## src/rtl/assert_macros.svh

```systemverilog
// ----------------------------------------------------------------------------
// Assertion macros
// Shared concurrent assertion forms for the GF(2^m) minimal polynomial unit.
// ----------------------------------------------------------------------------
`ifndef ASSERT_MACROS_SVH
`define ASSERT_MACROS_SVH

// same-cycle implication, disabled during reset
`define ASSERT_IMPLY(label, clk, rst, ante, cons) \
   label: assert property (@(posedge clk) disable iff (rst) (ante) |-> (cons)) \
      else $error("assertion failed: same-cycle implication");

// next-cycle implication, disabled during reset
`define ASSERT_NEXT(label, clk, rst, ante, cons) \
   label: assert property (@(posedge clk) disable iff (rst) (ante) |=> (cons)) \
      else $error("assertion failed: next-cycle implication");

`endif

```

## src/rtl/gfm_pkg.sv

```systemverilog
// ----------------------------------------------------------------------------
// gfm_pkg
// Field widths, register indexes, reset values and control and status structs of the minimal polynomial unit.
// ----------------------------------------------------------------------------
package gfm_pkg;

   localparam int ALPHA_W     = 12;
   localparam int COEF_W      = 12;
   localparam int POWER_W     = 4;
   localparam int DEGREE_W    = 4;
   localparam int POLY_W      = 13;
   localparam int CSR_INDEX_W = 2;
   localparam int CSR_DATA_W  = 13;
   localparam int MIN_DEGREE  = 3;

   localparam logic [CSR_INDEX_W-1:0] CSR_FIELD_DEGREE = 2'd0;
   localparam logic [CSR_INDEX_W-1:0] CSR_FIELD_POLY   = 2'd1;

   localparam logic [DEGREE_W-1:0] DEGREE_RESET = 4'd8;
   localparam logic [POLY_W-1:0]   POLY_RESET   = 13'd285;

   typedef struct packed {
      logic busy;
      logic done;
   } gfm_mul_status_type;

   typedef struct packed {
      logic init;
      logic step;
      logic use_prod;
   } gfm_line_ctl_type;

endpackage

```

## src/rtl/gfm_serial_mul.sv

```systemverilog
// ----------------------------------------------------------------------------
// gfm_serial_mul
// Bit-serial GF(2^m) multiplier: one bit of b per cycle, m bits of b per product.
// ----------------------------------------------------------------------------
module gfm_serial_mul #(
   parameter int ELEM_W = 12
) (
   input  logic                                clock,
   input  logic                                reset,
   input  logic                                start,
   input  logic [ELEM_W-1:0]                   a,
   input  logic [ELEM_W-1:0]                   b,
   input  logic [ELEM_W-1:0]                   mask,
   input  logic [ELEM_W-1:0]                   red,
   input  logic [$clog2(ELEM_W+1)-1:0]         degree,
   output logic [ELEM_W-1:0]                   product,
   output gfm_pkg::gfm_mul_status_type         status
);
   import gfm_pkg::*;

   localparam int CNT_W = $clog2(ELEM_W + 1);

   logic [ELEM_W-1:0] a_ff, a_in;
   logic [ELEM_W-1:0] b_ff, b_in;
   logic [ELEM_W-1:0] acc_ff, acc_in;
   logic [CNT_W-1:0]  cnt_ff, cnt_in;
   logic              busy_ff, busy_in;
   logic              done_ff, done_in;
   logic [ELEM_W:0]   shifted;

   always_comb begin
      shifted = {a_ff, 1'b0};
      a_in    = a_ff;
      b_in    = b_ff;
      acc_in  = acc_ff;
      cnt_in  = cnt_ff;
      busy_in = busy_ff;
      done_in = 1'b0;
      if (start) begin
         a_in    = a;
         b_in    = b;
         acc_in  = '0;
         cnt_in  = degree;
         busy_in = 1'b1;
      end else if (busy_ff) begin
         acc_in = acc_ff ^ (b_ff[0] ? a_ff : '0);
         b_in   = b_ff >> 1;
         // times x, folding the x^m term back through the reduction bits
         a_in   = (shifted[ELEM_W-1:0] & mask) ^ (shifted[degree] ? red : '0);
         cnt_in = cnt_ff - 1'b1;
         if (cnt_ff == CNT_W'(1)) begin
            busy_in = 1'b0;
            done_in = 1'b1;
         end
      end
   end

   always_ff @(posedge clock) begin
      if (reset) begin
         busy_ff <= 1'b0;
         done_ff <= 1'b0;
      end else begin
         busy_ff <= busy_in;
         done_ff <= done_in;
      end
   end

   always_ff @(posedge clock) begin
      a_ff   <= a_in;
      b_ff   <= b_in;
      acc_ff <= acc_in;
      cnt_ff <= cnt_in;
   end

   assign product     = acc_ff;
   assign status.busy = busy_ff;
   assign status.done = done_ff;

endmodule

```

## src/rtl/gfm_coef_line.sv

```systemverilog
// ----------------------------------------------------------------------------
// gfm_coef_line
// Circular coefficient shift line; each step folds in (x + r) one term at a time.
// ----------------------------------------------------------------------------
module gfm_coef_line #(
   parameter int ELEM_W = 12
) (
   input  logic                       clock,
   input  gfm_pkg::gfm_line_ctl_type  ctl,
   input  logic [ELEM_W-1:0]          prod,
   output logic [ELEM_W-1:0]          head
);
   import gfm_pkg::*;

   localparam int DEPTH = ELEM_W + 1;

   logic [ELEM_W-1:0] line_ff [DEPTH];
   logic [ELEM_W-1:0] line_in [DEPTH];
   logic [ELEM_W-1:0] prev_ff, prev_in;

   always_comb begin
      for (int j = 0; j < DEPTH; j++) begin
         line_in[j] = line_ff[j];
      end
      prev_in = prev_ff;
      if (ctl.init) begin
         for (int j = 0; j < DEPTH; j++) begin
            line_in[j] = '0;
         end
         line_in[0] = ELEM_W'(1);
         prev_in    = '0;
      end else if (ctl.step) begin
         // new[i] = old[i-1] ^ old[i]*r, pushed at the tail as old[i] leaves the head
         for (int j = 0; j < DEPTH - 1; j++) begin
            line_in[j] = line_ff[j + 1];
         end
         line_in[DEPTH-1] = prev_ff ^ (ctl.use_prod ? prod : '0);
         prev_in          = line_ff[0];
      end
   end

   always_ff @(posedge clock) begin
      for (int j = 0; j < DEPTH; j++) begin
         line_ff[j] <= line_in[j];
      end
      prev_ff <= prev_in;
   end

   assign head = line_ff[0];

endmodule

```

## src/rtl/gf2m_minimal_polynomial_unit.sv

```systemverilog
// ----------------------------------------------------------------------------
// gf2m_minimal_polynomial_unit
// Minimal polynomial of one GF(2^m) element over a bit-serial multiplier.
// ----------------------------------------------------------------------------
//  channel  | ports                                           | transfer
//  ---------+-------------------------------------------------+-----------------------
//  request  | start, busy, req_alpha                          | start & !busy
//  response | rsp_valid, rsp_coefficient, rsp_power_index,    | every rsp_valid cycle
//           | rsp_last                                        |
//  config   | csr_write_enable, csr_index, csr_write_data     | csr_write_enable
//
//  Every expansion product goes through one bit-serial multiplier, as does every squaring.
//  With n conjugates an item costs n(n+1)/2 such products and n squarings; for each
//  conjugate the terms above its degree are shifted without a product, and a repeat
//  search of the recorded conjugates precedes it; after the accept come n+1 results.
//  Reset is synchronous; config returns to m = 8, polynomial 0x11D.
//  Results come one per cycle and cannot be held off.
// ----------------------------------------------------------------------------
`include "assert_macros.svh"

module gf2m_minimal_polynomial_unit #(
   parameter int MAX_DEGREE = 12
) (
   input  logic                               clock,
   input  logic                               reset,
   input  logic                               start,
   output logic                               busy,
   input  logic [gfm_pkg::ALPHA_W-1:0]        req_alpha,
   output logic                               rsp_valid,
   output logic [gfm_pkg::COEF_W-1:0]         rsp_coefficient,
   output logic [gfm_pkg::POWER_W-1:0]        rsp_power_index,
   output logic                               rsp_last,
   input  logic                               csr_write_enable,
   input  logic [gfm_pkg::CSR_INDEX_W-1:0]    csr_index,
   input  logic [gfm_pkg::CSR_DATA_W-1:0]     csr_write_data
);
   import gfm_pkg::*;

   localparam int CNT_W = $clog2(MAX_DEGREE + 1);
   localparam int IDX_W = $clog2(MAX_DEGREE);

   localparam logic [2:0] ST_IDLE     = 3'd0;
   localparam logic [2:0] ST_CHECK    = 3'd1;
   localparam logic [2:0] ST_EXPAND   = 3'd2;
   localparam logic [2:0] ST_EXP_WAIT = 3'd3;
   localparam logic [2:0] ST_SQ_WAIT  = 3'd4;
   localparam logic [2:0] ST_EMIT     = 3'd5;

   logic [DEGREE_W-1:0]   degree_ff;
   logic [POLY_W-1:0]     poly_ff;
   logic [2:0]            state_ff, state_in;
   logic [MAX_DEGREE-1:0] cur_ff, cur_in;
   logic [CNT_W-1:0]      n_ff, n_in;
   logic [CNT_W-1:0]      scan_ff, scan_in;
   logic [CNT_W-1:0]      pos_ff, pos_in;
   logic [CNT_W-1:0]      out_idx_ff, out_idx_in;
   logic [MAX_DEGREE-1:0] roots_ff [MAX_DEGREE];
   logic                  root_we;

   logic [4:0]                    degree_ext;
   logic [CNT_W-1:0]              eff_m;
   logic [MAX_DEGREE-1:0]         mask;
   logic [MAX_DEGREE+POLY_W-1:0]  poly_wide;
   logic [MAX_DEGREE+ALPHA_W-1:0] alpha_wide;
   logic [MAX_DEGREE-1:0]         red;
   logic [MAX_DEGREE-1:0]         alpha_m;
   logic [COEF_W+MAX_DEGREE-1:0]  coef_wide;
   logic [POWER_W+CNT_W-1:0]      power_wide;

   logic                  mul_start;
   logic [MAX_DEGREE-1:0] mul_a;
   logic [MAX_DEGREE-1:0] mul_product;
   gfm_mul_status_type    mul_status;
   gfm_line_ctl_type      line_ctl;
   logic [MAX_DEGREE-1:0] head;
   logic                  accept;

   // effective degree and masks
   always_comb begin
      degree_ext = {1'b0, degree_ff};
      if (degree_ext < 5'(MIN_DEGREE)) begin
         eff_m = CNT_W'(MIN_DEGREE);
      end else if (degree_ext > 5'(MAX_DEGREE)) begin
         eff_m = CNT_W'(MAX_DEGREE);
      end else begin
         eff_m = CNT_W'(degree_ext);
      end
      for (int b = 0; b < MAX_DEGREE; b++) begin
         mask[b] = (CNT_W'(b) < eff_m);
      end
      poly_wide  = {{MAX_DEGREE{1'b0}}, poly_ff};
      alpha_wide = {{MAX_DEGREE{1'b0}}, req_alpha};
      red        = poly_wide[MAX_DEGREE-1:0] & mask;
      alpha_m    = alpha_wide[MAX_DEGREE-1:0] & mask;
   end

   always_ff @(posedge clock) begin
      if (reset) begin
         degree_ff <= DEGREE_RESET;
         poly_ff   <= POLY_RESET;
      end else if (csr_write_enable) begin
         unique case (csr_index)
            CSR_FIELD_DEGREE: degree_ff <= csr_write_data[DEGREE_W-1:0];
            CSR_FIELD_POLY:   poly_ff   <= csr_write_data[POLY_W-1:0];
            default: ;
         endcase
      end
   end

   assign busy   = (state_ff != ST_IDLE);
   assign accept = start && !busy;

   always_comb begin
      state_in          = state_ff;
      cur_in            = cur_ff;
      n_in              = n_ff;
      scan_in           = scan_ff;
      pos_in            = pos_ff;
      out_idx_in        = out_idx_ff;
      root_we           = 1'b0;
      mul_start         = 1'b0;
      mul_a             = cur_ff;
      line_ctl.init     = 1'b0;
      line_ctl.step     = 1'b0;
      line_ctl.use_prod = 1'b0;
      unique case (state_ff)
         ST_IDLE: begin
            if (accept) begin
               cur_in        = alpha_m;
               n_in          = '0;
               scan_in       = '0;
               line_ctl.init = 1'b1;
               state_in      = ST_CHECK;
            end
         end
         ST_CHECK: begin
            if (n_ff == eff_m) begin
               out_idx_in = '0;
               state_in   = ST_EMIT;
            end else if (scan_ff == n_ff) begin
               // new conjugate: record it and multiply the polynomial by (x + cur)
               root_we  = 1'b1;
               pos_in   = '0;
               state_in = ST_EXPAND;
            end else if (roots_ff[scan_ff[IDX_W-1:0]] == cur_ff) begin
               out_idx_in = '0;
               state_in   = ST_EMIT;
            end else begin
               scan_in = scan_ff + 1'b1;
            end
         end
         ST_EXPAND: begin
            if (pos_ff <= n_ff) begin
               mul_start = 1'b1;
               mul_a     = head;
               state_in  = ST_EXP_WAIT;
            end else begin
               // terms above the current degree are zero: shift without a product
               line_ctl.step = 1'b1;
               if (pos_ff == CNT_W'(MAX_DEGREE)) begin
                  mul_start = 1'b1;
                  state_in  = ST_SQ_WAIT;
               end else begin
                  pos_in = pos_ff + 1'b1;
               end
            end
         end
         ST_EXP_WAIT: begin
            if (mul_status.done) begin
               line_ctl.step     = 1'b1;
               line_ctl.use_prod = 1'b1;
               pos_in            = pos_ff + 1'b1;
               state_in          = ST_EXPAND;
            end
         end
         ST_SQ_WAIT: begin
            if (mul_status.done) begin
               cur_in   = mul_product;
               n_in     = n_ff + 1'b1;
               scan_in  = '0;
               state_in = ST_CHECK;
            end
         end
         ST_EMIT: begin
            line_ctl.step = 1'b1;
            out_idx_in    = out_idx_ff + 1'b1;
            if (out_idx_ff == n_ff) begin
               state_in = ST_IDLE;
            end
         end
         default: state_in = ST_IDLE;
      endcase
   end

   always_ff @(posedge clock) begin
      if (reset) begin
         state_ff <= ST_IDLE;
      end else begin
         state_ff <= state_in;
      end
   end

   always_ff @(posedge clock) begin
      cur_ff     <= cur_in;
      n_ff       <= n_in;
      scan_ff    <= scan_in;
      pos_ff     <= pos_in;
      out_idx_ff <= out_idx_in;
      if (root_we) begin
         roots_ff[n_ff[IDX_W-1:0]] <= cur_ff;
      end
   end

   gfm_serial_mul #(
      .ELEM_W (MAX_DEGREE)
   ) u_mul (
      .clock   (clock),
      .reset   (reset),
      .start   (mul_start),
      .a       (mul_a),
      .b       (cur_ff),
      .mask    (mask),
      .red     (red),
      .degree  (eff_m),
      .product (mul_product),
      .status  (mul_status)
   );

   gfm_coef_line #(
      .ELEM_W (MAX_DEGREE)
   ) u_line (
      .clock (clock),
      .ctl   (line_ctl),
      .prod  (mul_product),
      .head  (head)
   );

   assign coef_wide       = {{COEF_W{1'b0}}, head};
   assign power_wide      = {{POWER_W{1'b0}}, out_idx_ff};
   assign rsp_valid       = (state_ff == ST_EMIT);
   assign rsp_coefficient = coef_wide[COEF_W-1:0];
   assign rsp_power_index = power_wide[POWER_W-1:0];
   assign rsp_last        = rsp_valid && (out_idx_ff == n_ff);

   `ASSERT_IMPLY(a_rsp_only_busy, clock, reset, rsp_valid, busy)
   `ASSERT_IMPLY(a_mul_start_idle, clock, reset, mul_start, !mul_status.busy)
   `ASSERT_NEXT(a_last_ends_run, clock, reset, rsp_valid && rsp_last, !busy)
   `ASSERT_IMPLY(a_conj_bound, clock, reset, state_ff == ST_CHECK, n_ff <= eff_m)

endmodule
```

## config.mk

```make
export PLATFORM = sky130hd
export DESIGN_NAME = gf2m_minimal_polynomial_unit
export DESIGN_NICKNAME = d
export VERILOG_FILES = /design/src/rtl/gfm_pkg.sv /design/src/rtl/gfm_serial_mul.sv /design/src/rtl/gfm_coef_line.sv /design/src/rtl/gf2m_minimal_polynomial_unit.sv
export VERILOG_INCLUDE_DIRS = /design/src /design/src/rtl
export SDC_FILE = /design/constraint.sdc
export NUM_CORES = 1
export LEC_CHECK = 0
export BUFFER_PORTS_ARGS = -buffer_cell sky130_fd_sc_hd__buf_2
export CORE_MARGIN = 8
export CORE_UTILIZATION = 40
export DETAILED_ROUTE_END_ITERATION = 10
export PLACE_DENSITY = 0.58
export SYNTH_ARGS = -nofsm -noshare
export SYNTH_HDL_FRONTEND = slang
export SYNTH_SLANG_ARGS = --single-unit
```

## constraint.sdc

```tcl
create_clock -name clock -period 3.65 [get_ports clock]
set_clock_uncertainty 0.1 [all_clocks]
set_input_delay 0 -clock clock [delete_from_list [all_inputs] [get_ports clock]]
set_output_delay 0 -clock clock [all_outputs]
set_load 0.05 [all_outputs]
```

* Word level (Yosys, flattened, before mapping)
Memory sizes are Yosys's and may differ from the RTL's. A register that Yosys moved wholly into a read port is not among the register bits.
Index checks and enable logic that the tools add are counted.
** Cells by class
- $lt $le $gt $ge :: 16
- Equality and inequality tests :: 26
- Bitwise logic cells :: 7
- Add/subtract/negate cells :: 5
- Reductions and logical operators :: 19
- Multiplexer cells :: 67
** Operators with widths (count)
- $mux W156 :: 2
- $mux W12 :: 11
- $mux W4 :: 19
- $and A12 B12 Y12 :: 3
- $xor A12 B12 Y12 :: 3
- $mux W3 :: 9
- $pmux W12 S2 :: 1
- $pmux W4 S3 :: 2
- $pmux W3 S6 :: 1
- $reduce_and A6 Y1 :: 3
- $mux W1 :: 17
- $add A4 B1 Y4 const B :: 4
- $lt A3 B4 Y1 const A :: 4
- $lt A4 B4 Y1 const A :: 4
- $pmux W4 S2 :: 2
- $ne A2 B2 Y1 const B :: 7
- $eq A12 B12 Y1 :: 1
- $eq A4 B4 Y1 :: 3
- $ne A3 B3 Y1 const B :: 3
- $reduce_bool A3 Y1 :: 3
- $lt A1 B4 Y1 const A :: 2
- $lt A2 B4 Y1 const A :: 2
- $eq A3 B2 Y1 const B :: 2
- $eq A3 B3 Y1 const B :: 2
- 23 further kinds :: 30
** Word-level totals
- Logic and storage cells :: 157
- Bits in writable memories :: 300
- Output and inout bits :: 19
- Memories kept :: 2
- Input port bits :: 31
- Register bits after elaboration :: 101
** Memories
- u_line.line_ff :: depth 13, bits a word 12, read ports 13, clocked after Yosys merged registers in 0, write ports 13, RTL line gfm_coef_line.sv:17 : logic [ELEM_W-1:0] line_ff [DEPTH];
- roots_ff :: depth 12, bits a word 12, read ports 1, clocked after Yosys merged registers in 1, write ports 1, RTL line gf2m_minimal_polynomial_unit.sv:57 : logic [MAX_DEGREE-1:0] roots_ff [MAX_DEGREE];

* Longest topological paths before layout
- Word-level depth :: 9
- Mapped depth :: 13
- Mapped depth without buffers :: 10

* Hierarchy
A second synthesis with hierarchy kept.
** Second synthesis, totals
- Cells, all modules :: 1445
- Area total of the unflattened synthesis :: 17428.0 um2
** Modules (own cells, without submodules)
- gf2m_minimal_polynomial_unit :: instances 1, area each 8908.5 um2, cells an instance 649, sequential area each 5625.4 um2
- gfm_coef_line :: instances 1, area each 6263.5 um2, cells an instance 581, sequential area each 3363.2 um2
- gfm_serial_mul :: instances 1, area each 2255.9 um2, cells an instance 215, sequential area each 1121.1 um2

* Least setup slack after synthesis
OpenSTA, ideal clock, no wires.
- Path type :: reg-to-reg
- Start :: register degree_ff[0]
- End :: memory roots_ff[3][0], enable pin
- Period minus slack after synthesis :: 3123 ps
- Arrival time :: 2610 ps
- Path slack :: 527 ps
- Library setup time :: 412 ps
- Data required time :: 3138 ps
- Path buffers :: 1
- Stages on the path, launching flop included :: 8
- Cells stage by stage :: dfxtp_1 > buf_2 > inv_1 > maj3_1 > xnor2_1 > o21a_1 > nand2_1 > nor4_1
** On the way
- Cells in the longest elaborated chain, start to end :: 8
- Elaborated cells on any way between the ends :: 9
- Classes of those cells :: 2 x order compare; 1 x eq/ne; 6 x mux
** Ends and longest elaborated chain
- start: declaration :: RTL line gf2m_minimal_polynomial_unit.sv:49 : logic [DEGREE_W-1:0] degree_ff;
- start signal: assignment :: RTL line gf2m_minimal_polynomial_unit.sv:103 : CSR_FIELD_DEGREE: degree_ff <= csr_write_data[DEGREE_W-1:0];
- $gt A4 B4 Y1 :: RTL line gf2m_minimal_polynomial_unit.sv:83 : end else if (degree_ext > 5'(MAX_DEGREE)) begin
- $mux W4 :: RTL line gf2m_minimal_polynomial_unit.sv:83
- $mux W4 * :: RTL line gf2m_minimal_polynomial_unit.sv:81 : if (degree_ext < 5'(MIN_DEGREE)) begin
- $eq A4 B4 Y1 * :: RTL line gf2m_minimal_polynomial_unit.sv:137 : if (n_ff == eff_m) begin
- $mux W1 * :: RTL line gf2m_minimal_polynomial_unit.sv:137
- $mux W1 * :: RTL line gf2m_minimal_polynomial_unit.sv:126 : unique case (state_ff)
- $mux W1 * :: RTL line gf2m_minimal_polynomial_unit.sv:209 : if (root_we) begin
- $mux W1 (implied by the code) * :: RTL line gf2m_minimal_polynomial_unit.sv:210 : roots_ff[n_ff[IDX_W-1:0]] <= cur_ff;
- end: declaration :: RTL line gf2m_minimal_polynomial_unit.sv:57
Every way passes the cells marked *; elsewhere a longest branch is shown, timed or not.

==> results_dict.tcl <==
set metrics [dict create \
    num_rows 74 \
    antenna_found_initial 1 \
    min_path_type "in -> reg" \
    async_reset_ff_share_pct 0 \
    die_w_um 219.2 \
    ant_nets 0 \
    grtUsageMet2_pct 24.73 \
    yosysSeqAreaShare_pct 61.23 \
    clock-sinks 405 \
    dieArea_um2 48030 \
    setup_ws_ns 0.2490 \
    drive_gt1_share_pct 12.77 \
    cts_tree "built" \
    post-place-ws_ns 0.2184 \
    viasPerCell 5.150 \
    cp.required_ns 3.80 \
    start_kind "register" \
    grtUsageMet3_pct 3.277 \
    finalSetupTns_ns 0 \
    synth.area.top_cells "edfxtp_1 36%, dfxtp_1 25%, nand2_1 10%, a21oi_1 5.3%, mux4_2 2.7%" \
    syn_area_per_cell_um2 10.59 \
    firstDrtPassIters 5 \
    clk_latency_ns 0.55 \
    io_buffer_count 48 \
    ys_ff_latch 405 \
    final_area_um2 19440 \
    ff_latch_area_um2 10110 \
    n_antenna_cell 0 \
    pwr_density_cell_nw_per_um2 740.8 \
    final_max_slew_viol_count 0 \
    routabilityCongestion 0.8283 \
    syn_inst 1559 \
    cts_made_buffers 43 \
    hpwl_mm 23.97 \
    status "finished clean" \
    fmax_mhz 294.0 \
    rsz0062_at_grt "false" \
    ctsResizeCount 0 \
    synth_edf_count 200 \
    fin_crit_sh_pct 93.18 \
    grt_max_degree 121 \
    synthFlopType "dfxtp_1" \
    drc 0 \
    endpoint_kind "register" \
    setup_violations 0 \
    multi_input_area_um2 5896 \
    io_pins 50 \
    syn_nets 1604 \
    drv_cap 0 \
    path_class "reg -> reg" \
    netlist.area_leader.share_pct 36.37 \
    n_fill_cell 3714 \
    finish.net_count 1695 \
    grtUsageTotal_pct 15.47 \
    ir_worst_vdd_mv 0.5537 \
    rr_worst_depth 8 \
    clk_path_buf_depth 3 \
    die_y_um 219.2 \
    r2r_slack_ns 0.25 \
    synth_cell_types 60 \
    cts-root-buf "clkbuf_16" \
    hold_depth 4 \
    ys_warn_count 0 \
    routed_wl_mm 37.48 \
    hold_end "poly_ff[0]$_SDFFE_PP1P_" \
    grt_pass1_vias 11160 \
    core_area_um2 40830 \
    initialDrtViolationCount 813 \
    post-cts-setup-buffer-count 0 \
    start_util_pct 40.44 \
    overflow 0 \
    grt_util_met1_pct 20.71 \
    min_period_ns 3.401 \
    path_clk_slew_ns 0.06 \
    yosys.area.top_type "edfxtp_1" \
    hold_slack_ns 0.05339 \
    synthToLayoutAreaGrowth_pct 17.73 \
    htreeDepth 2 \
    hold_buffers 47 \
    syn_area_um2 16510 \
    slew_headroom_pct 23.65 \
    tightest_slew_ns 1.145 \
    hold_viol 0 \
    num_vias 11410 \
    p_leak_nw 6.809 \
    finish.utilization_pct 47.60 \
    worstHoldStart "csr_write_enable" \
    place_area_um2 17480 \
    worstPathMaxFanout 8 \
    crit_arrival_ns 3.55 \
    routedWlPerCell_um 16.92 \
    r2r-end "rsp_power_index[0]$_SDFFCE_PN0P_" \
    grt_pass1_wl_mm 59.75 \
    grt.busiest_layer "met2" \
]
==> worst max-delay path: stages, from the launching register on <==
cell	delay [ns]
dfxtp_1	0.62
mux4_1	0.62
mux2i_1	0.22
xnor2_1	0.09
or4_4	0.45
nor4_4	0.28
o221ai_1	0.18
a211oi_1	0.35
buf_4	0.21
==> worst max-delay path by stage <==
stage | start | end | cells after the start
detailed placement | register | rsp_power_index[2]$_SDFFCE_PN0P_ | 8
finish | register | rsp_power_index[0]$_SDFFCE_PN0P_ | 8
global route | register | rsp_power_index[3]$_SDFFCE_PN0P_ | 8
global placement | register | rsp_power_index[3]$_SDFFCE_PN0P_ | 8
CTS | register | rsp_power_index[2]$_SDFFCE_PN0P_ | 8
floorplan | degree_ff[0]$_SDFFE_PP0P_ | roots_ff[3][0]$_DFFE_PP_ | 7
==> sequential cells by signal, indices dropped and copies added, names as in the netlist, named ones only <==
signal / count
pos_ff: 4
degree_ff: 4
roots_ff: 144
u_mul.a_ff: 12
poly_ff: 12
rsp_power_index: 4
u_mul.done_ff: 1
u_mul.busy_ff: 1
n_ff: 4
u_mul.cnt_ff: 4
state_ff: 3
u_line.prev_ff: 12
scan_ff: 4
u_line.line_ff: 156
u_mul.b_ff: 12
cur_ff: 12
u_mul.product: 12
==> logic make-up after synthesis <==
group,count (synthesis),share of synthesized area (%)
multiplexers,69,5.972
AND/OR/NAND/NOR,599,14.97
buffers and inverters,127,3.365
AO/OA/AOI/OAI,269,9.351
adder cells (fa/ha/maj),16,1.182
XOR/XNOR,74,3.925
flip-flops,405,61.23
==> Yosys cell counts (all sizes together) (18+ instances only) <==
cell type  number
inv            21
xor2           48
nand2         448
a21oi         176
clkbuf         80
nand3          18
buf            26
dfxtp         205
o21ai          23
edfxtp        200
nor2           70
mux4           22
xnor2          26
mux2i          37
==> routing by layer <==
| layer | share of wire (%) | vias to the layer above |
|---|---|---|
| met4 | 2.6 | 2 |
| met1 | 46 | 5552 |
| li1 | - | 5557 |
| met5 | 0.032 | - |
| met2 | 45 | 242 |
| met3 | 5.6 | 55 |
==> report_power, final <==
part	leakage, nW	switching (mW)	internal (mW)
logic	2.59	2.22	1.40
registers	3.49	0.658	5.61
clock network	0.725	1.77	2.75
total	6.81	4.64	9.76
==> final cells by class <==
cell class	instances	area share, %
Multi-Input combinational cell	1027	30.33
Clock inverter	16	1.210
Sequential cell	405	52.02
Inverter	21	0.4055
Clock buffer	62	6.431
Tap cell	532	3.425
Timing Repair Buffer	152	6.180
==> layout by cell type, fill, tap and decap left out, types with 7 or more instances in the layout <==
cell type	instances
nand2_1	448
dfxtp_1	204
edfxtp_1	200
a21oi_1	176
nor2_1	69
buf_4	52
xor2_1	48
buf_2	48
dlygate4sd3_1	47
clkbuf_16	45
mux2i_1	37
xnor2_1	26
inv_1	21
o21ai_0	20
mux4_2	20
nand3_1	17
a211oi_1	16
ha_1	14
clkbuf_1	11
mux2_2	10
a22oi_1	9
nor2b_1	7
or3_1	7
nand3b_1	7
o22ai_1	7
==> metrics by stage <==
stage / instances / power (mW)
floorplan: 1559 / 8.676
global placement: 2090 / 9.908
detailed placement: 2090 / 9.966
CTS: 2215 / 14.55
global route: 2215 / 15.10
finish: 2215 / 14.40
Power figures use the tool's default switching activity.
